**src/hdl/esd_pkg.sv**
```systemverilog
// shared types and constants for the escape sequence decoder
// no dependencies; imported by esd_decoder, esd_result_fifo and the top level
`timescale 1ns / 1ps
`default_nettype none

package esd_pkg;

    // saturation point of the per-string index and byte counters
    localparam int unsigned MAX_LEN = 65535;
    localparam int unsigned CAP_INT = (MAX_LEN < 65535) ? MAX_LEN : 65535;
    localparam logic [15:0] CAP     = 16'(CAP_INT);

    // result queue sizing
    localparam int unsigned FIFO_DEPTH = 8;
    localparam int unsigned PTR_W      = $clog2(FIFO_DEPTH);
    localparam int unsigned CNT_W      = $clog2(FIFO_DEPTH + 1);

    // result kinds
    typedef enum logic [1:0] {
        KIND_BYTE = 2'd0,
        KIND_DONE = 2'd1,
        KIND_ERR  = 2'd2
    } esd_kind_t;

    // parser modes
    typedef enum logic [2:0] {
        MODE_NORMAL = 3'd0,
        MODE_ESC    = 3'd1,
        MODE_HEX1   = 3'd2,
        MODE_HEX2   = 3'd3,
        MODE_OCT    = 3'd4
    } esd_mode_t;

    // one result item
    typedef struct packed {
        esd_kind_t   kind;
        logic [7:0]  out_byte;
        logic [15:0] amount;
        logic        string_end;
    } esd_result_t;

    // results produced by one input item, in delivery order
    typedef struct packed {
        logic [1:0]  count;
        esd_result_t r0;
        esd_result_t r1;
    } esd_push_t;

endpackage

`default_nettype wire

```
**src/hdl/escape_sequence_decoder_unit.sv**
```systemverilog
// an accepted item is registered in the input stage, then written into the result queue, which shows its first result
// throughput: one item per cycle while the result queue has room; an item with two results gives them in turn
// the rate is set by the single-pass decoder, the one-item-per-cycle result queue port and its room flag
// reset: synchronous active-low aresetn clears parser state, input stage and queue
// top level: input stage, decoder and result queue of the escape sequence decoder
// depends on esd_pkg, esd_decoder and esd_result_fifo
`timescale 1ns / 1ps
`default_nettype none

module escape_sequence_decoder_unit (
    input  wire logic        aclk,
    input  wire logic        aresetn,
    input  wire logic        s_tvalid,
    output logic             s_tready,
    input  wire logic [7:0]  s_tdata,   // [7:0] in_char
    output logic             m_tvalid,
    input  wire logic        m_tready,
    output logic [23:0]      m_tdata,   // [7:0] out_byte, [23:8] amount
    output logic [1:0]       m_tuser,   // [1:0] result_kind
    output logic             m_tlast    // string_end
);
    import esd_pkg::*;

    logic        in_valid_reg;
    logic [7:0]  in_char_reg;
    logic        room;
    esd_push_t   push;
    esd_result_t head;

    assign s_tready = room;

    // input stage
    always_ff @(posedge aclk) begin
        if (!aresetn) begin
            in_valid_reg <= 1'b0;
        end else begin
            in_valid_reg <= s_tvalid && s_tready;
        end
    end

    always_ff @(posedge aclk) begin
        if (s_tvalid && s_tready) begin
            in_char_reg <= s_tdata;
        end
    end

    esd_decoder u_dec (
        .aclk     (aclk),
        .aresetn  (aresetn),
        .in_valid (in_valid_reg),
        .in_char  (in_char_reg),
        .push     (push)
    );

    esd_result_fifo u_fifo (
        .aclk      (aclk),
        .aresetn   (aresetn),
        .push      (push),
        .room      (room),
        .out_valid (m_tvalid),
        .out_ready (m_tready),
        .out_item  (head)
    );

    // result item onto the master stream
    assign m_tdata = {head.amount, head.out_byte};
    assign m_tuser = head.kind;
    assign m_tlast = head.string_end;

    a_last_not_byte: assert property (@(posedge aclk) disable iff (!aresetn)
        (m_tvalid && m_tlast) |-> (m_tuser != KIND_BYTE))
        else $error("string end on a byte result");

endmodule

`default_nettype wire

```
**src/hdl/esd_decoder.sv**
```systemverilog
// per-string parser state and single-pass decode of one character
// depends on esd_pkg; produces up to two results per item for the result queue
`timescale 1ns / 1ps
`default_nettype none

module esd_decoder (
    input  wire logic              aclk,
    input  wire logic              aresetn,
    input  wire logic              in_valid,
    input  wire logic [7:0]        in_char,
    output esd_pkg::esd_push_t     push
);
    import esd_pkg::*;

    localparam logic [7:0] CH_NUL   = 8'h00;
    localparam logic [7:0] CH_BSL   = 8'h5C;
    localparam logic [7:0] CH_QUOTE = 8'h27;
    localparam logic [7:0] CH_DQUOT = 8'h22;
    localparam logic [7:0] CH_B     = 8'h62;
    localparam logic [7:0] CH_A     = 8'h61;
    localparam logic [7:0] CH_V     = 8'h76;
    localparam logic [7:0] CH_T     = 8'h74;
    localparam logic [7:0] CH_N     = 8'h6E;
    localparam logic [7:0] CH_R     = 8'h72;
    localparam logic [7:0] CH_X     = 8'h78;
    localparam logic [7:0] CH_0     = 8'h30;
    localparam logic [7:0] CH_7     = 8'h37;

    // hex digit value, bit 4 flags a valid digit
    function automatic logic [4:0] hex_digit(input logic [7:0] c);
        logic [4:0] r;
        r = 5'd0;
        if (c >= 8'h30 && c <= 8'h39) begin
            r = {1'b1, c[3:0]};
        end else if ((c >= 8'h61 && c <= 8'h66) || (c >= 8'h41 && c <= 8'h46)) begin
            r = {1'b1, 4'(c[3:0] + 4'd9)};
        end
        return r;
    endfunction

    function automatic logic [15:0] sat_inc(input logic [15:0] v);
        return (v < CAP) ? 16'(v + 16'd1) : v;
    endfunction

    function automatic esd_result_t mk_res(input esd_kind_t k, input logic [7:0] b,
                                           input logic [15:0] a, input logic e);
        esd_result_t r;
        r.kind       = k;
        r.out_byte   = b;
        r.amount     = a;
        r.string_end = e;
        return r;
    endfunction

    esd_mode_t   mode_reg,  mode_next;
    logic [7:0]  oval_reg,  oval_next;
    logic [1:0]  odig_reg,  odig_next;
    logic [3:0]  hexhi_reg, hexhi_next;
    logic [15:0] idx_reg,   idx_next;
    logic [15:0] cnt_reg,   cnt_next;
    logic        disc_reg,  disc_next;

    esd_result_t flush_res, main_res;
    logic        flush_vld, main_vld;

    // state registers
    always_ff @(posedge aclk) begin
        if (!aresetn) begin
            mode_reg  <= MODE_NORMAL;
            oval_reg  <= 8'd0;
            odig_reg  <= 2'd0;
            hexhi_reg <= 4'd0;
            idx_reg   <= 16'd0;
            cnt_reg   <= 16'd0;
            disc_reg  <= 1'b0;
        end else if (in_valid) begin
            mode_reg  <= mode_next;
            oval_reg  <= oval_next;
            odig_reg  <= odig_next;
            hexhi_reg <= hexhi_next;
            idx_reg   <= idx_next;
            cnt_reg   <= cnt_next;
            disc_reg  <= disc_next;
        end
    end

    // decode one character against the current state
    always_comb begin
        logic       is_oct;
        logic       done;
        logic       clr;
        logic [4:0] hd;
        logic [15:0] first;
        esd_mode_t  m;

        is_oct = (in_char >= CH_0) && (in_char <= CH_7);
        done   = 1'b0;
        clr    = 1'b0;
        hd     = hex_digit(in_char);
        first  = (idx_reg >= CAP || idx_reg == 16'd0) ? idx_reg : 16'(idx_reg - 16'd1);
        m      = mode_reg;

        mode_next  = mode_reg;
        oval_next  = oval_reg;
        odig_next  = odig_reg;
        hexhi_next = hexhi_reg;
        idx_next   = sat_inc(idx_reg);
        cnt_next   = cnt_reg;
        disc_next  = disc_reg;
        flush_vld  = 1'b0;
        main_vld   = 1'b0;
        flush_res  = mk_res(KIND_BYTE, 8'd0, 16'd0, 1'b0);
        main_res   = mk_res(KIND_BYTE, 8'd0, 16'd0, 1'b0);

        if (disc_reg) begin
            // dropping the rest of a bad string
            done = 1'b1;
            clr  = (in_char == CH_NUL);
        end else if (mode_reg == MODE_OCT) begin
            if (is_oct) begin
                done = 1'b1;
                oval_next = {oval_reg[4:0], in_char[2:0]};
                odig_next = 2'(odig_reg + 2'd1);
                if (odig_next == 2'd3) begin
                    main_vld  = 1'b1;
                    main_res  = mk_res(KIND_BYTE, oval_next, 16'd0, 1'b0);
                    cnt_next  = sat_inc(cnt_reg);
                    mode_next = MODE_NORMAL;
                    oval_next = 8'd0;
                    odig_next = 2'd0;
                end
            end else begin
                // non-digit closes the octal escape, then is parsed as normal text
                flush_vld = 1'b1;
                flush_res = mk_res(KIND_BYTE, oval_reg, 16'd0, 1'b0);
                cnt_next  = sat_inc(cnt_reg);
                oval_next = 8'd0;
                odig_next = 2'd0;
                m         = MODE_NORMAL;
            end
        end

        if (!done) begin
            mode_next = MODE_NORMAL;
            case (m)
                MODE_ESC: begin
                    main_vld = 1'b1;
                    case (in_char)
                        CH_BSL:   main_res.out_byte = 8'h5C;
                        CH_QUOTE: main_res.out_byte = 8'h27;
                        CH_DQUOT: main_res.out_byte = 8'h22;
                        CH_B:     main_res.out_byte = 8'h08;
                        CH_A:     main_res.out_byte = 8'h07;
                        CH_V:     main_res.out_byte = 8'h0B;
                        CH_T:     main_res.out_byte = 8'h09;
                        CH_N:     main_res.out_byte = 8'h0A;
                        CH_R:     main_res.out_byte = 8'h0D;
                        CH_X: begin
                            main_vld  = 1'b0;
                            mode_next = MODE_HEX1;
                        end
                        default: begin
                            if (is_oct) begin
                                main_vld  = 1'b0;
                                mode_next = MODE_OCT;
                                oval_next = {5'd0, in_char[2:0]};
                                odig_next = 2'd1;
                            end else begin
                                main_res = mk_res(KIND_ERR, 8'd0, idx_reg, 1'b1);
                                clr       = (in_char == CH_NUL);
                                disc_next = (in_char != CH_NUL);
                            end
                        end
                    endcase
                    if (main_vld && main_res.kind == KIND_BYTE) begin
                        cnt_next = sat_inc(cnt_next);
                    end
                end
                MODE_HEX1: begin
                    if (!hd[4]) begin
                        main_vld  = 1'b1;
                        main_res  = mk_res(KIND_ERR, 8'd0, idx_reg, 1'b1);
                        clr       = (in_char == CH_NUL);
                        disc_next = (in_char != CH_NUL);
                    end else begin
                        hexhi_next = hd[3:0];
                        mode_next  = MODE_HEX2;
                    end
                end
                MODE_HEX2: begin
                    main_vld = 1'b1;
                    if (!hd[4]) begin
                        main_res  = mk_res(KIND_ERR, 8'd0, first, 1'b1);
                        clr       = (in_char == CH_NUL);
                        disc_next = (in_char != CH_NUL);
                    end else begin
                        main_res   = mk_res(KIND_BYTE, {hexhi_reg, hd[3:0]}, 16'd0, 1'b0);
                        cnt_next   = sat_inc(cnt_next);
                        hexhi_next = 4'd0;
                    end
                end
                default: begin
                    if (in_char == CH_NUL) begin
                        main_vld = 1'b1;
                        main_res = mk_res(KIND_DONE, 8'd0, cnt_next, 1'b1);
                        clr      = 1'b1;
                    end else if (in_char == CH_BSL) begin
                        mode_next = MODE_ESC;
                    end else begin
                        main_vld = 1'b1;
                        main_res = mk_res(KIND_BYTE, in_char, 16'd0, 1'b0);
                        cnt_next = sat_inc(cnt_next);
                    end
                end
            endcase
        end

        // terminator resets all per-string state
        if (clr) begin
            mode_next  = MODE_NORMAL;
            oval_next  = 8'd0;
            odig_next  = 2'd0;
            hexhi_next = 4'd0;
            idx_next   = 16'd0;
            cnt_next   = 16'd0;
            disc_next  = 1'b0;
        end
    end

    // pack results in delivery order
    always_comb begin
        push.count = in_valid ? (2'(flush_vld) + 2'(main_vld)) : 2'd0;
        push.r0    = flush_vld ? flush_res : main_res;
        push.r1    = main_res;
    end

    // two results only when an octal escape is flushed first
    a_two_needs_flush: assert property (@(posedge aclk) disable iff (!aresetn)
        push.count == 2'd2 |-> (mode_reg == MODE_OCT && push.r0.kind == KIND_BYTE))
        else $error("two results without an octal flush");

    // a discarding string gives nothing and leaves the mode untouched
    a_discard_silent: assert property (@(posedge aclk) disable iff (!aresetn)
        (in_valid && disc_reg) |-> (push.count == 2'd0 && mode_next == mode_reg))
        else $error("result produced while discarding");

    // an error always ends or suspends the string
    a_err_stops: assert property (@(posedge aclk) disable iff (!aresetn)
        (in_valid && !disc_reg && push.count != 2'd0 && push.r1.kind == KIND_ERR)
        |=> (disc_reg || idx_reg == 16'd0))
        else $error("error without discard or clear");

endmodule

`default_nettype wire

```
**src/hdl/esd_result_fifo.sv**
```systemverilog
// small result queue taking up to two items per cycle and giving one
// depends on esd_pkg; feeds the master stream of the top level
`timescale 1ns / 1ps
`default_nettype none

module esd_result_fifo (
    input  wire logic                aclk,
    input  wire logic                aresetn,
    input  esd_pkg::esd_push_t       push,
    output logic                     room,
    output logic                     out_valid,
    input  wire logic                out_ready,
    output esd_pkg::esd_result_t     out_item
);
    import esd_pkg::*;

    esd_result_t           mem_reg [FIFO_DEPTH];
    logic [PTR_W-1:0]      wr_ptr_reg, wr_ptr_next;
    logic [PTR_W-1:0]      rd_ptr_reg, rd_ptr_next;
    logic [CNT_W-1:0]      cnt_reg,    cnt_next;
    logic                  pop;
    logic [PTR_W-1:0]      wr_ptr_p1;

    assign pop       = out_valid && out_ready;
    assign wr_ptr_p1 = PTR_W'(wr_ptr_reg + PTR_W'(1));

    // pointer and fill level
    always_comb begin
        wr_ptr_next = PTR_W'(wr_ptr_reg + PTR_W'(push.count));
        rd_ptr_next = pop ? PTR_W'(rd_ptr_reg + PTR_W'(1)) : rd_ptr_reg;
        cnt_next    = CNT_W'(cnt_reg + CNT_W'(push.count) - CNT_W'(pop));
    end

    always_ff @(posedge aclk) begin
        if (!aresetn) begin
            wr_ptr_reg <= '0;
            rd_ptr_reg <= '0;
            cnt_reg    <= '0;
        end else begin
            wr_ptr_reg <= wr_ptr_next;
            rd_ptr_reg <= rd_ptr_next;
            cnt_reg    <= cnt_next;
        end
    end

    // entry storage
    always_ff @(posedge aclk) begin
        if (push.count != 2'd0) begin
            mem_reg[wr_ptr_reg] <= push.r0;
        end
        if (push.count == 2'd2) begin
            mem_reg[wr_ptr_p1] <= push.r1;
        end
    end

    // room for a pending item and a new one, two entries each
    assign room      = (cnt_reg <= CNT_W'(FIFO_DEPTH - 4));
    assign out_valid = (cnt_reg != '0);
    assign out_item  = mem_reg[rd_ptr_reg];

    a_no_overflow: assert property (@(posedge aclk) disable iff (!aresetn)
        cnt_reg <= CNT_W'(FIFO_DEPTH))
        else $error("result queue overflow");

endmodule

`default_nettype wire
```
**config.mk**
```make
export PLATFORM = sky130hd
export DESIGN_NAME = escape_sequence_decoder_unit
export DESIGN_NICKNAME = d
export VERILOG_FILES = /design/src/hdl/esd_pkg.sv /design/src/hdl/escape_sequence_decoder_unit.sv /design/src/hdl/esd_decoder.sv /design/src/hdl/esd_result_fifo.sv
export SDC_FILE = /design/constraint.sdc
export NUM_CORES = 1
export LEC_CHECK = 0
export BUFFER_PORTS_ARGS = -buffer_cell sky130_fd_sc_hd__buf_2
export CAP_MARGIN = 10
export CORE_ASPECT_RATIO = 0.5
export CORE_MARGIN = 5
export CORE_UTILIZATION = 64
export CTS_CLUSTER_DIAMETER = 60
export CTS_CLUSTER_SIZE = 8
export DETAILED_ROUTE_END_ITERATION = 12
export PLACE_DENSITY = 0.78
export SLEW_MARGIN = 20
export SYNTH_ARGS = -nofsm -noshare
export SYNTH_HDL_FRONTEND = slang
export SYNTH_HIERARCHICAL = 1
export SYNTH_SLANG_ARGS = --single-unit
```
**constraint.sdc**
```tcl
create_clock -name aclk -period 6.9 [get_ports aclk]
set_input_delay 1.035 -clock aclk [delete_from_list [all_inputs] [get_ports aclk]]
set_output_delay 1.035 -clock aclk [all_outputs]
set_load 0.1 [all_outputs]
```
==> reports/qor.tcl, run 1 <==
set qor(firstDrtPassIters) 7
set qor(rrSetupSlack_ps) 1530
set qor(synth-edff-count) 224
set qor(worst_r2r_endpoint) {u_fifo/mem_reg[7][2]}
set qor(timing.hold.worst_path_depth) 2
set qor(critical_path.startpoint_type) {register}
set qor(period_minus_slack_ps) 5370
set qor(slew_at_the_pin_closest_to_its_max_slew_limit_ps) 1140
set qor(layout.area.seq_mm2) 0.00801
set qor(worst_hold_slack_ps) 475
set qor(synth-seq-area-share) 0.473
set qor(antenna_cells_inserted) 0
set qor(synthFlopType) {edfxtp_1}
set qor(core.rowCount) 42
set qor(path_clk_slew_ps) 60
set qor(final_layout_size_suffix_gt1_frac) 0.339
set qor(drc_errors) 0
set qor(core_area_mm2) 0.0263
set qor(final_core_utilization) 0.705
set qor(pin_count_of_the_biggest_net_entering_global_routing) 55
set qor(portBuffers) 40
set qor(wirelength_mm) 44.6
set qor(drtAntennaViolNets) 0
set qor(numPlacedInstances) 1674
set qor(p_r_area_growth_vs_syn_pct) 9.36
set qor(report.final.setup_viol) 0
set qor(initial_standard_cell_utilization_of_the_core) 0.645
set qor(async_flop_share) 0
set qor(largest_register_ffs) 216
set qor(clock_sinks) 288
set qor(area_taken_by_multi_input_logic_gates_mm2) 0.00846
set qor(grt_antenna_before_repair) 1
set qor(cts_hold_repair.buffers) 0
set qor(headroom_to_the_max_slew_limit) 0.234
set qor(die_height_um) 125
set qor(pin_count) 41
set qor(met1_usage) 0.413
set qor(layout_setup_ws_ps) 1530
set qor(crit-reg2reg-launch) {in_char_reg[6]}
set qor(floorplan.die.width_um) 240
set qor(vias_per_cell) 6.81
set qor(leakagePower_nw) 6.63
set qor(gr-total-overflow) 0
set qor(clockRootBuffer) {clkbuf_16}
set qor(final-max-slew-violation-count) 0
set qor(path_cells) {nand4bb_1 > or2_2 > nor2_1 > nor2_1 > nand3_1 > inv_1 > nand2_1 > o21ai_1 > a21boi_0 > mux2_2}
set qor(via_count_of_the_first_global_routing_pass) 11800
set qor(clock-skew-final_ps) 19.9
set qor(destination_of_the_critical_timing_path) {u_fifo/mem_reg[7][2]}
set qor(total_negative_setup_slack_ps) 0
set qor(gr-max-usage-layer) {met2}
set qor(synth.cell_area_mm2) 0.0169
set qor(cts_max_level) 2
set qor(cp.arrival_ps) 5780
set qor(detail_route.iter0.violations) 1375
set qor(min-delay-path-class) {reg -> reg}
set qor(postSynthCellCount) 1349
set qor(r2r.worst_path.cells) 10
set qor(grtUsageTotal) 0.293
set qor(unrepaired_setup_endpoints_after_global_routing) {false}
set qor(post_cts.resized_instances) 0
set qor(postPlaceCellArea_mm2) 0.0173
set qor(final_cell_count_without_fillers) 1737
set qor(clkLatencyLatePin_ps) 550
set qor(ys_ff_latch) 288
set qor(pre_cts_ws_ps) 1780
set qor(syn_nets) 1382
set qor(route.detailed.wl_per_inst_um) 25.7
set qor(cts_setup_buffers) 0
set qor(post-route-cell-area_mm2) 0.0185
set qor(crit_path_top_delay_cell) {a21boi_0}
set qor(grt_pass1_wl_mm) 69.1
set qor(detailed_place_hpwl_mm) 28.1
set qor(synth.lib_cells_used.distinct) 104
set qor(tritoncts.num_buffers) 41
set qor(n_fill_cell) 1786
set qor(cts_tree) {done}
set qor(final_hold_viol_count) 0
set qor(vias) 11800
set qor(final_estimated_routing_congestion_in_global_placement) 0.948
set qor(worst_ir_drop_vdd_mv) 0.191
set qor(cp_common_cell) {nor2_1}
set qor(run_status) {finished, final reports clean}
set qor(syn_area_per_cell_um2) 12.6
set qor(power.density_cell_area_mw_per_mm2) 283
set qor(total_power_mw) 5.24
set qor(slowest_delay_ps) 740
set qor(yosysWarnings) 6
set qor(max_cap_viol_count) 0
set qor(setup.worst_path.end_class) {register}
set qor(bufs_on_longest_clock_path) 3
set qor(criticalPathCategory) {reg -> reg}
set qor(final.period_utilization) 0.779
set qor(grt.met2_usage) 0.466
set qor(peak_fanout_along_the_critical_path) 21
set qor(max_freq_ghz) 0.186
set qor(die-area_mm2) 0.0300
set qor(layout.nets) 1398
set qor(worst_setup_path_startpoint) {in_char_reg[6]}
set qor(worstPathRequired_ps) 7300
set qor(gr-usage-met3) 0.0836
==> cell families after synthesis <==
logic type / count (synthesis) / share of synthesized area
buf+inv: 116 / 0.0354
flops: 288 / 0.473
xor+xnor: 45 / 0.0264
simple gates: 336 / 0.109
fa+ha+maj: 21 / 0.0164
mux: 324 / 0.250
compound gates: 219 / 0.0903
==> routing by layer <==
| layer | wire, µm | share of wire | vias to the layer above |
|---|---|---|---|
| li1 | - | - | 5231 |
| met1 | 18500 | 0.42 | 5888 |
| met4 | 641 | 0.014 | 2 |
| met5 | 12 | 0.00027 | - |
| met3 | 4700 | 0.11 | 69 |
| met2 | 20700 | 0.46 | 636 |
==> power by group <==
group          total [mW]  internal (mW)  switching (mW)
Combinational        1.35          0.401           0.945
Sequential           2.04           1.95          0.0857
Clock                1.86           1.11           0.745
Total                5.24           3.46            1.78
==> cell usage after synthesis (all sizes together) (6+ instances only) <==
library cell    n  area (µm²)
a22o            8        70.1
o21ai          45         229
a211oi          6        55.1
a21oi          41         220
mux4           54        1220
a22oi          10        75.1
and2           18         114
xor2           19         185
clkbuf         38         143
inv            36         135
xnor2          26         262
nor2           78         303
ha             19         238
o31ai          11        96.3
or3             7        43.8
a21o            6        45.0
nor4            8        56.3
a31oi           9        56.3
edfxtp        224        6730
buf            41         313
nand2b         15        93.8
nor2b           8        52.6
nand2          78         308
o22ai          21         131
o211ai          6        45.0
and3           20         131
nand4          13        81.3
mux2i          18         184
nand3          30         155
a21boi         17         128
nor3           23         115
or2             6        37.5
dfxtp          64        1280
mux2          252        2840
==> cell type report <==
cell class                      instances  share of cell area
Tap cell                              352              0.0238
Multi-Input combinational cell        945               0.457
Inverter                               36             0.00729
Sequential cell                       288               0.432
Clock buffer                           61              0.0606
Clock inverter                          2             0.00209
Timing Repair Buffer                   53              0.0172
==> worst min path at each step <==
stage,from,end,slack (ps)
6_report,u_dec/hexhi_reg[1],u_dec/hexhi_reg[1],480
4_1_cts,u_dec/hexhi_reg[1],u_dec/hexhi_reg[1],480
5_1_grt,u_dec/hexhi_reg[1],u_dec/hexhi_reg[1],520
2_1_floorplan,u_dec/hexhi_reg[1],u_dec/hexhi_reg[1],450
3_3_place_gp,u_fifo/rd_ptr_reg[2],register,460
3_5_place_dp,u_dec/hexhi_reg[1],u_dec/hexhi_reg[1],470
==> critical path: cells and delay by family, from the launching register on <==
family	cells	cell delay [ps]
AO/OA/AOI/OAI	2	1220
buffers and inverters	1	600
AND/OR/NAND/NOR	6	2430
multiplexers	1	300
flip-flops	1	660
==> cell usage in the layout, fill, tap and decap left out, types with 29 or more instances in the layout <==
cell type / instances
mux2_2: 251
mux4_2: 54
inv_1: 35
edfxtp_1: 224
o21ai_0: 29
nand3_1: 29
buf_2: 40
nor2_1: 75
dfxtp_1: 62
nand2_1: 72
a21oi_1: 39
clkbuf_16: 42
(Power assumes the default switching activity.)
==> inputs of run 2 (changes only) <==
--- a/config.mk
+++ b/config.mk
@@ -5,6 +5,7 @@
 export SDC_FILE = /design/constraint.sdc
 export NUM_CORES = 1
 export LEC_CHECK = 0
+export ABC_AREA = 1
 export BUFFER_PORTS_ARGS = -buffer_cell sky130_fd_sc_hd__buf_2
 export CAP_MARGIN = 10
 export CORE_ASPECT_RATIO = 0.5
==> constraint.sdc (replaced) <==
create_clock -name aclk -period 5.3 [get_ports aclk]
set_input_delay 0.795 -clock aclk [delete_from_list [all_inputs] [get_ports aclk]]
set_output_delay 0.795 -clock aclk [all_outputs]
set_load 0.1 [all_outputs]
==> run 2 against run 1 <==
- via count grew 49%
- highest routed layer is now met4
- clock skew is 0.64 ps higher
- critical path depth increased by 9
- non-clock buffer count is 24 higher
- hold slack got worse by 45 ps
- sequential cell count unchanged
- critical path type unchanged
- first-iteration DRC count grew 71%
==> reports/qor.tcl, run 2 <==
set qor(final_layout_size_suffix_gt1_frac) 0.0867 ;# was 0.339
set qor(cp.arrival_ps) 4860 ;# was 5780 ps
set qor(headroom_to_the_max_slew_limit) 0.157 ;# was 0.234
set qor(report.final.setup_viol) 0 ;# unchanged
set qor(async_flop_share) 0 ;# unchanged
set qor(synthFlopType) {edfxtp_1} ;# unchanged
set qor(bufs_on_longest_clock_path) 3 ;# unchanged
set qor(postSynthCellCount) 2667 ;# was 1349
set qor(grtUsageTotal) 0.330 ;# was 0.293
set qor(path_clk_slew_ps) 50 ;# was 60 ps
set qor(yosysWarnings) 6 ;# unchanged
set qor(post-route-cell-area_mm2) 0.0200 ;# was 0.0185 mm²
set qor(period_minus_slack_ps) 4670 ;# was 5370 ps
set qor(mostFrequentLayoutCells) {nand2_1, nand3_1, edfxtp_1} ;# was mux2_2, edfxtp_1, nor2_1
set qor(post_synth_most_frequent_cells) {nand2_1, nand3_1, edfxtp_1} ;# was mux2_2, edfxtp_1, nor2_1
set qor(setup.worst_path.end_class) {register} ;# unchanged
set qor(cts_max_level) 2 ;# unchanged
set qor(final_common_cell) {nand2_1} ;# was mux2_2
set qor(crit-reg2reg-launch) {in_char_reg[6]} ;# unchanged
set qor(pin_count_of_the_biggest_net_entering_global_routing) 85 ;# was 55
set qor(core.rowCount) 44 ;# was 42
set qor(cts_hold_repair.buffers) 0 ;# unchanged
set qor(synth_most_common_cell) {nand2_1} ;# was mux2_2
set qor(critPathTopFamily) {simple AND/OR/NAND/NOR gates} ;# unchanged
set qor(postPlaceCellArea_mm2) 0.0189 ;# was 0.0173 mm²
set qor(detailed_place_hpwl_mm) 35.1 ;# was 28.1 mm
set qor(syn_nets) 2700 ;# was 1382
set qor(numPlacedInstances) 2955 ;# was 1674
set qor(final_estimated_routing_congestion_in_global_placement) 0.947 ;# was 0.948
set qor(path_cells) {nor2_2 > nand3_4 > nand2_2 > nand2_1 > nand2_1 > inv_2 > nand2_1 > nor2_1 > a2111oi_0 > o21ai_0 > ha_1 > nand2_1 > inv_1 > inv_1 > nand2_1 > nor2_4 > nand2_2 > o21ai_4 > buf_4} ;# was nand4bb_1 > or2_2 > nor2_1 > nor2_1 > nand3_1 > inv_1 > nand2_1 > o21ai_1 > a21boi_0 > mux2_2
set qor(detail_route.iter0.violations) 2349 ;# was 1375
set qor(die_height_um) 131 ;# was 125 µm
set qor(firstDrtPassIters) 8 ;# was 7
set qor(syn_area_per_cell_um2) 7.03 ;# was 12.6 µm²
set qor(ys_ff_latch) 288 ;# unchanged
set qor(tritoncts.num_buffers) 41 ;# unchanged
set qor(clock-skew-final_ps) 20.5 ;# was 19.9 ps
set qor(worstHoldStart) {s_tdata[0]} ;# was u_dec/hexhi_reg[1]
set qor(max_cap_viol_count) 0 ;# unchanged
set qor(final.period_utilization) 0.881 ;# was 0.779
set qor(worst-path-buf-inv) 4 ;# was 1
set qor(wirelength_mm) 54.7 ;# was 44.6 mm
set qor(worst_setup_path_startpoint) {in_char_reg[6]} ;# unchanged
set qor(multiplexer_share_of_the_synthesized_area) 0 ;# was 0.250
set qor(cp_common_cell) {nand2_1} ;# was nor2_1
set qor(min-delay-path-class) {in -> reg} ;# was reg -> reg
set qor(combinational_family_with_the_most_area_after_synthesis) {simple AND/OR/NAND/NOR gates} ;# was multiplexers
set qor(ys_top_cells_by_area) {edfxtp_1, nand2_1, nand3_1} ;# was edfxtp_1, mux2_2, dfxtp_1
set qor(total_negative_setup_slack_ps) 0 ;# unchanged
set qor(drc_errors) 0 ;# unchanged
set qor(run_status) {finished, final reports clean} ;# unchanged
set qor(initial_standard_cell_utilization_of_the_core) 0.648 ;# was 0.645
set qor(slew_at_the_pin_closest_to_its_max_slew_limit_ps) 1260 ;# was 1140 ps
set qor(synth-edff-count) 224 ;# unchanged
set qor(synth_compound_area_frac) 0.0623 ;# was 0.0903
set qor(core_area_mm2) 0.0289 ;# was 0.0263 mm²
set qor(max_freq_ghz) 0.214 ;# was 0.186 GHz
set qor(synth-xor-area-share) 0.00421 ;# was 0.0264
set qor(synth.lib_cells_used.distinct) 51 ;# was 104
set qor(clock_sinks) 288 ;# unchanged
set qor(yosysTopAreaCell) {edfxtp_1} ;# unchanged
set qor(power.density_cell_area_mw_per_mm2) 439 ;# was 283 mW/mm²
set qor(cts_setup_buffers) 0 ;# unchanged
set qor(synth_top_area_share) 0.359 ;# was 0.397
set qor(route.detailed.wl_per_inst_um) 18.2 ;# was 25.7 µm
set qor(post_cts.resized_instances) 0 ;# unchanged
set qor(synth_adder_area_share) 0.0148 ;# was 0.0164
set qor(vias_per_cell) 5.86 ;# was 6.81
set qor(final_hold_viol_count) 0 ;# unchanged
set qor(grt_pass1_wl_mm) 86.0 ;# was 69.1 mm
set qor(antenna_cells_inserted) 0 ;# unchanged
set qor(vias) 17600 ;# was 11800
set qor(worst_ir_drop_vdd_mv) 0.399 ;# was 0.191 mV
set qor(drtAntennaViolNets) 0 ;# unchanged
set qor(synth-seq-area-share) 0.427 ;# was 0.473
set qor(pin_count) 41 ;# unchanged
set qor(synth.cell_area_mm2) 0.0187 ;# was 0.0169 mm²
set qor(crit_path_top_delay_cell) {a2111oi_0} ;# was a21boi_0
set qor(critical_path.startpoint_type) {register} ;# unchanged
set qor(via_count_of_the_first_global_routing_pass) 15900 ;# was 11800
set qor(yosys.area_share.simple) 0.394 ;# was 0.109
set qor(cts_tree) {done} ;# unchanged
set qor(clkLatencyLatePin_ps) 550 ;# about the same
set qor(unrepaired_setup_endpoints_after_global_routing) {false} ;# unchanged
set qor(largest_register_ffs) 216 ;# unchanged
set qor(floorplan.die.width_um) 252 ;# was 240 µm
set qor(p_r_area_growth_vs_syn_pct) 6.80 ;# was 9.36%
set qor(final_cell_count_without_fillers) 3010 ;# was 1737
set qor(gr-total-overflow) 0 ;# unchanged
set qor(leakagePower_nw) 9.33 ;# was 6.63 nW
set qor(worstPathRequired_ps) 5490 ;# was 7300 ps
set qor(portBuffers) 40 ;# unchanged
set qor(rrSetupSlack_ps) 630 ;# was 1530 ps
set qor(clockRootBuffer) {clkbuf_16} ;# unchanged
set qor(final-max-slew-violation-count) 0 ;# unchanged
set qor(slowest_delay_ps) 540 ;# was 740 ps
set qor(criticalPathCategory) {reg -> reg} ;# unchanged
set qor(peak_fanout_along_the_critical_path) 28 ;# was 21
set qor(die-area_mm2) 0.0330 ;# was 0.0300 mm²
set qor(layout.nets) 2640 ;# was 1398
set qor(grt_antenna_before_repair) 0 ;# was 1
## run 2: changes by cell type in the layout (fill, tap and decap cells not counted), sizes merged, moves of 24 or more
cell / change
nand3: +283
nor2: +40
mux2: -252
a21oi: +39
mux4: -54
inv: +185
xnor2: -26
nand2: +1184
o21ai: +31
buf: +24
## run 2: logic make-up (layout without fill, tap and decap cells)
kind of cell               Yosys count  after routing
xor gates and xnor gates             9              9
DFF                                288            288
and+or+nand+nor                   1741           1741
AOI/OAI and AO/OA                  203            203
adders and majority gates           21             21
buffers and inverters              405            357
## run 2: final timing paths
path | cells past startpoint | end
worst max-delay path | 19 | u_fifo/mem_reg[7][13]
worst min-delay path | 1 | in_char_reg[0]
worst max register to register | 19 | u_fifo/mem_reg[7][13]
worst min register to register | 2 | u_dec/hexhi_reg[2]
## run 2: where the power goes
| part | leakage, nW | internal, mW | switching, mW |
|---|---|---|---|
| clock | 0.547 | 1.43 | 0.965 |
| combinational | 6.22 | 0.759 | 2.85 |
| sequential | 2.57 | 2.66 | 0.115 |
## run 2: routing by layer
metal  track usage  part of all wire  vias up
met5             0                 0        -
met1         0.460              0.41     8025
met2         0.510              0.43     1075
met4        0.0931             0.025        0
met3        0.0959              0.14      130
li1              -                 -     8414
## run 2: layout make-up
cell class	instances	area [µm²]
Clock buffer	53	1090
Clock inverter	2	36.3
Fill cell	2443	8890
Inverter	225	847
Multi-Input combinational cell	1974	9020
Sequential cell	288	8010
Tap cell	391	489
Timing Repair Buffer	77	515
## run 2: per-stage QoR
step	setup slack [ps]	power (mW)	util	hold slack, ps
after floorplan	497	5.60	-	422
after global placement	779	6.30	0.653	441
after detailed placement	738	6.35	0.653	446
after CTS	713	8.74	0.692	414
after global routing	372	9.20	0.692	415
final	628	8.78	0.692	431
==> inputs of run 3 (changes only) <==
--- a/config.mk
+++ b/config.mk
@@ -5,7 +5,7 @@
 export SDC_FILE = /design/constraint.sdc
 export NUM_CORES = 1
 export LEC_CHECK = 0
-export ABC_AREA = 1
+export ABC_AREA = 0
 export BUFFER_PORTS_ARGS = -buffer_cell sky130_fd_sc_hd__buf_2
 export CAP_MARGIN = 10
 export CORE_ASPECT_RATIO = 0.5
==> run 3 against run 2 <==
- count of clock-buffer cells in the layout grew 11
- critical path depth shrank 9
- register-to-register slack lost 250 ps
- sequential power shrank 4%
- worst setup slack lost 250 ps
- combinational power shrank 51%
- clock skew shrank 8.8 ps
- cell count shrank 41%
- largest power group is now sequential cells
==> reports/qor.tcl, run 3 (synthesized netlist as in run 1, its figures left out) <==
set qor(clockRootBuffer) {clkbuf_16} ;# unchanged
set qor(grt_pass1_wl_mm) 68.9 ;# was 86.0 mm
set qor(post_cts.resized_instances) 0 ;# unchanged
set qor(route.detailed.wl_per_inst_um) 24.9 ;# was 18.2 µm
set qor(core_area_mm2) 0.0263 ;# was 0.0289 mm²
set qor(pre_cts_ws_ps) 462 ;# was 738 ps
set qor(highest_layer) {met4} ;# unchanged
set qor(cp.arrival_ps) 5330 ;# was 4860 ps
set qor(via_count_of_the_first_global_routing_pass) 12000 ;# was 15900
set qor(path_clk_slew_ps) 50 ;# about the same
set qor(mostFrequentLayoutCells) {mux2_2, edfxtp_1, nor2_1} ;# was nand2_1, nand3_1, edfxtp_1
set qor(die-area_mm2) 0.0300 ;# was 0.0330 mm²
set qor(cp_common_cell) {nor2_1} ;# was nand2_1
set qor(cts_hold_repair.buffers) 0 ;# unchanged
set qor(final_hold_viol_count) 0 ;# unchanged
set qor(power.density_cell_area_mw_per_mm2) 363 ;# was 439 mW/mm²
set qor(worst_ir_drop_vdd_mv) 0.255 ;# was 0.399 mV
set qor(period_minus_slack_ps) 4920 ;# was 4670 ps
set qor(worst-path-buf-inv) 1 ;# was 4
set qor(min-delay-path-class) {in -> reg} ;# unchanged
set qor(path_cells) {nand4bb_1 > or2_2 > nor2_1 > nor2_1 > nand3_1 > inv_1 > nand2_1 > o21ai_1 > a21boi_0 > mux2_2} ;# was nor2_2 > nand3_4 > nand2_2 > nand2_1 > nand2_1 > inv_2 > nand2_1 > nor2_1 > a2111oi_0 > o21ai_0 > ha_1 > nand2_1 > inv_1 > inv_1 > nand2_1 > nor2_4 > nand2_2 > o21ai_4 > buf_4
set qor(report.final.setup_viol) 0 ;# unchanged
set qor(pin_count) 41 ;# unchanged
set qor(unrepaired_setup_endpoints_after_global_routing) {false} ;# unchanged
set qor(die_height_um) 125 ;# was 131 µm
set qor(wirelength_met1_mm) 18.7 ;# was 22.2 mm
set qor(floorplan.die.width_um) 240 ;# was 252 µm
set qor(cts_max_level) 2 ;# unchanged
set qor(timing.critical_path.depth) 10 ;# was 19
set qor(final_common_cell) {mux2_2} ;# was nand2_1
set qor(slowest_delay_ps) 750 ;# was 540 ps
set qor(slew_at_the_pin_closest_to_its_max_slew_limit_ps) 1110 ;# was 1260 ps
set qor(final-max-slew-violation-count) 0 ;# unchanged
set qor(cts_setup_buffers) 0 ;# unchanged
set qor(worst_setup_path_startpoint) {in_char_reg[6]} ;# unchanged
set qor(wirelength_mm) 44.3 ;# was 54.7 mm
set qor(crit_path_top_delay_cell) {a21boi_0} ;# was a2111oi_0
set qor(run_status) {finished, final reports clean} ;# unchanged
set qor(grt_antenna_before_repair) 1 ;# was 0
set qor(tritoncts.num_buffers) 41 ;# unchanged
set qor(vias) 12000 ;# was 17600
set qor(grtUsageTotal) 0.292 ;# was 0.330
set qor(clkLatencyLatePin_ps) 540 ;# was 550 ps
set qor(core.rowCount) 42 ;# was 44
set qor(initial_standard_cell_utilization_of_the_core) 0.645 ;# was 0.648
set qor(p_r_area_growth_vs_syn_pct) 11.0 ;# was 6.80%
set qor(critical_path.startpoint_type) {register} ;# unchanged
set qor(clock-skew-final_ps) 11.7 ;# was 20.5 ps
set qor(critPathTopFamily) {simple AND/OR/NAND/NOR gates} ;# unchanged
set qor(wl_met3_mm) 4.53 ;# was 7.65 mm
set qor(worst_r2r_endpoint) {u_fifo/mem_reg[0][2]} ;# was u_fifo/mem_reg[7][13]
set qor(worstPathRequired_ps) 5700 ;# was 5490 ps
set qor(antenna_cells_inserted) 0 ;# unchanged
set qor(final_layout_size_suffix_gt1_frac) 0.353 ;# was 0.0867
set qor(total_negative_setup_slack_ps) 0 ;# unchanged
set qor(max_freq_ghz) 0.203 ;# was 0.214 GHz
set qor(crit-reg2reg-launch) {in_char_reg[6]} ;# unchanged
set qor(vias_per_cell) 6.73 ;# was 5.86
set qor(drc_errors) 0 ;# unchanged
set qor(timing.hold.worst_path_depth) 1 ;# unchanged
set qor(setup.worst_path.end_class) {register} ;# unchanged
set qor(firstDrtPassIters) 5 ;# was 8
set qor(r2r.worst_path.cells) 10 ;# was 19
set qor(detailed_place_hpwl_mm) 28.6 ;# was 35.1 mm
set qor(peak_fanout_along_the_critical_path) 21 ;# was 28
set qor(layout_setup_ws_ps) 378 ;# was 628 ps
set qor(leakagePower_nw) 6.85 ;# was 9.33 nW
set qor(drtAntennaViolNets) 0 ;# unchanged
set qor(rrSetupSlack_ps) 380 ;# was 630 ps
set qor(layout.nets) 1440 ;# was 2640
set qor(portBuffers) 40 ;# unchanged
set qor(gr-total-overflow) 0 ;# unchanged
set qor(destination_of_the_critical_timing_path) {u_fifo/mem_reg[0][2]} ;# was u_fifo/mem_reg[7][13]
set qor(bufs_on_longest_clock_path) 3 ;# unchanged
set qor(cts_tree) {done} ;# unchanged
set qor(headroom_to_the_max_slew_limit) 0.255 ;# was 0.157
set qor(final_estimated_routing_congestion_in_global_placement) 0.927 ;# was 0.947
set qor(clock_sinks) 288 ;# unchanged
set qor(max_cap_viol_count) 0 ;# unchanged
set qor(wl_met2_mm) 20.3 ;# was 23.5 mm
set qor(final.period_utilization) 0.929 ;# was 0.881
set qor(detail_route.iter0.violations) 1389 ;# was 2349
set qor(criticalPathCategory) {reg -> reg} ;# unchanged
set qor(largest_register_ffs) 216 ;# unchanged
set qor(pin_count_of_the_biggest_net_entering_global_routing) 42 ;# was 85
-- run 3: changes by cell type in the layout (fill, tap and decap cells not counted), moves of 23 or more --
cell and change:
nand2_1 -1164, mux4_2 +54, inv_1 -165, mux2_2 +251
nand3_1 -275, xnor2_1 +23, a21oi_1 -38
-- run 3: final cells by class --
cell class | count | area, µm²
Clock buffer | 64 | 1130
Clock inverter | 2 | 36.3
Fill cell | 1767 | 7460
Inverter | 36 | 135
Multi-Input combinational cell | 945 | 8430
Sequential cell | 288 | 8010
Tap cell | 352 | 440
Timing Repair Buffer | 95 | 626
-- run 3: per-layer routing --
layer  up-vias  global-route usage
li1       5331                   -
met1      5984               0.421
met2       604               0.448
met3        71              0.0781
met4         0              0.0750
met5         -                   0
-- run 3: metrics by stage --
step	utilization	instance area [µm²]	hold slack (ps)	cells	total power, mW
3_5_place_dp	0.671	17600	481	1716	4.45
2_1_floorplan	-	16900	447	1349	4.10
3_3_place_gp	0.671	17600	459	1716	4.41
6_report	0.716	18800	437	1782	6.84
4_1_cts	0.716	18800	419	1782	6.86
5_1_grt	0.716	18800	421	1782	7.09
-- run 3: worst reg2reg max path: stages, from the launching register on --
cell       delay [ps]
edfxtp_1          630
nand4bb_1         490
or2_2             530
nor2_1            100
nor2_1            560
nand3_1           430
inv_1             450
nand2_1            90
o21ai_1           460
a21boi_0          760
mux2_2            300
-- run 3: how the worst min path moves through the flow --
stage                                     to                  from  slack, ps
after floorplan           u_dec/hexhi_reg[1]    u_dec/hexhi_reg[1]        450
after CTS                     in_char_reg[5]            s_tdata[5]        420
after detailed placement  u_dec/hexhi_reg[1]    u_dec/hexhi_reg[1]        480
after global placement              register  u_fifo/rd_ptr_reg[2]        460
after global routing          in_char_reg[7]            s_tdata[7]        420
final                         in_char_reg[5]            s_tdata[5]        440
-- run 3: power by group --
group,switching [mW],internal [mW]
combinational,1.23,0.536
sequential,0.122,2.54
clock,0.954,1.46
total,2.30,4.53
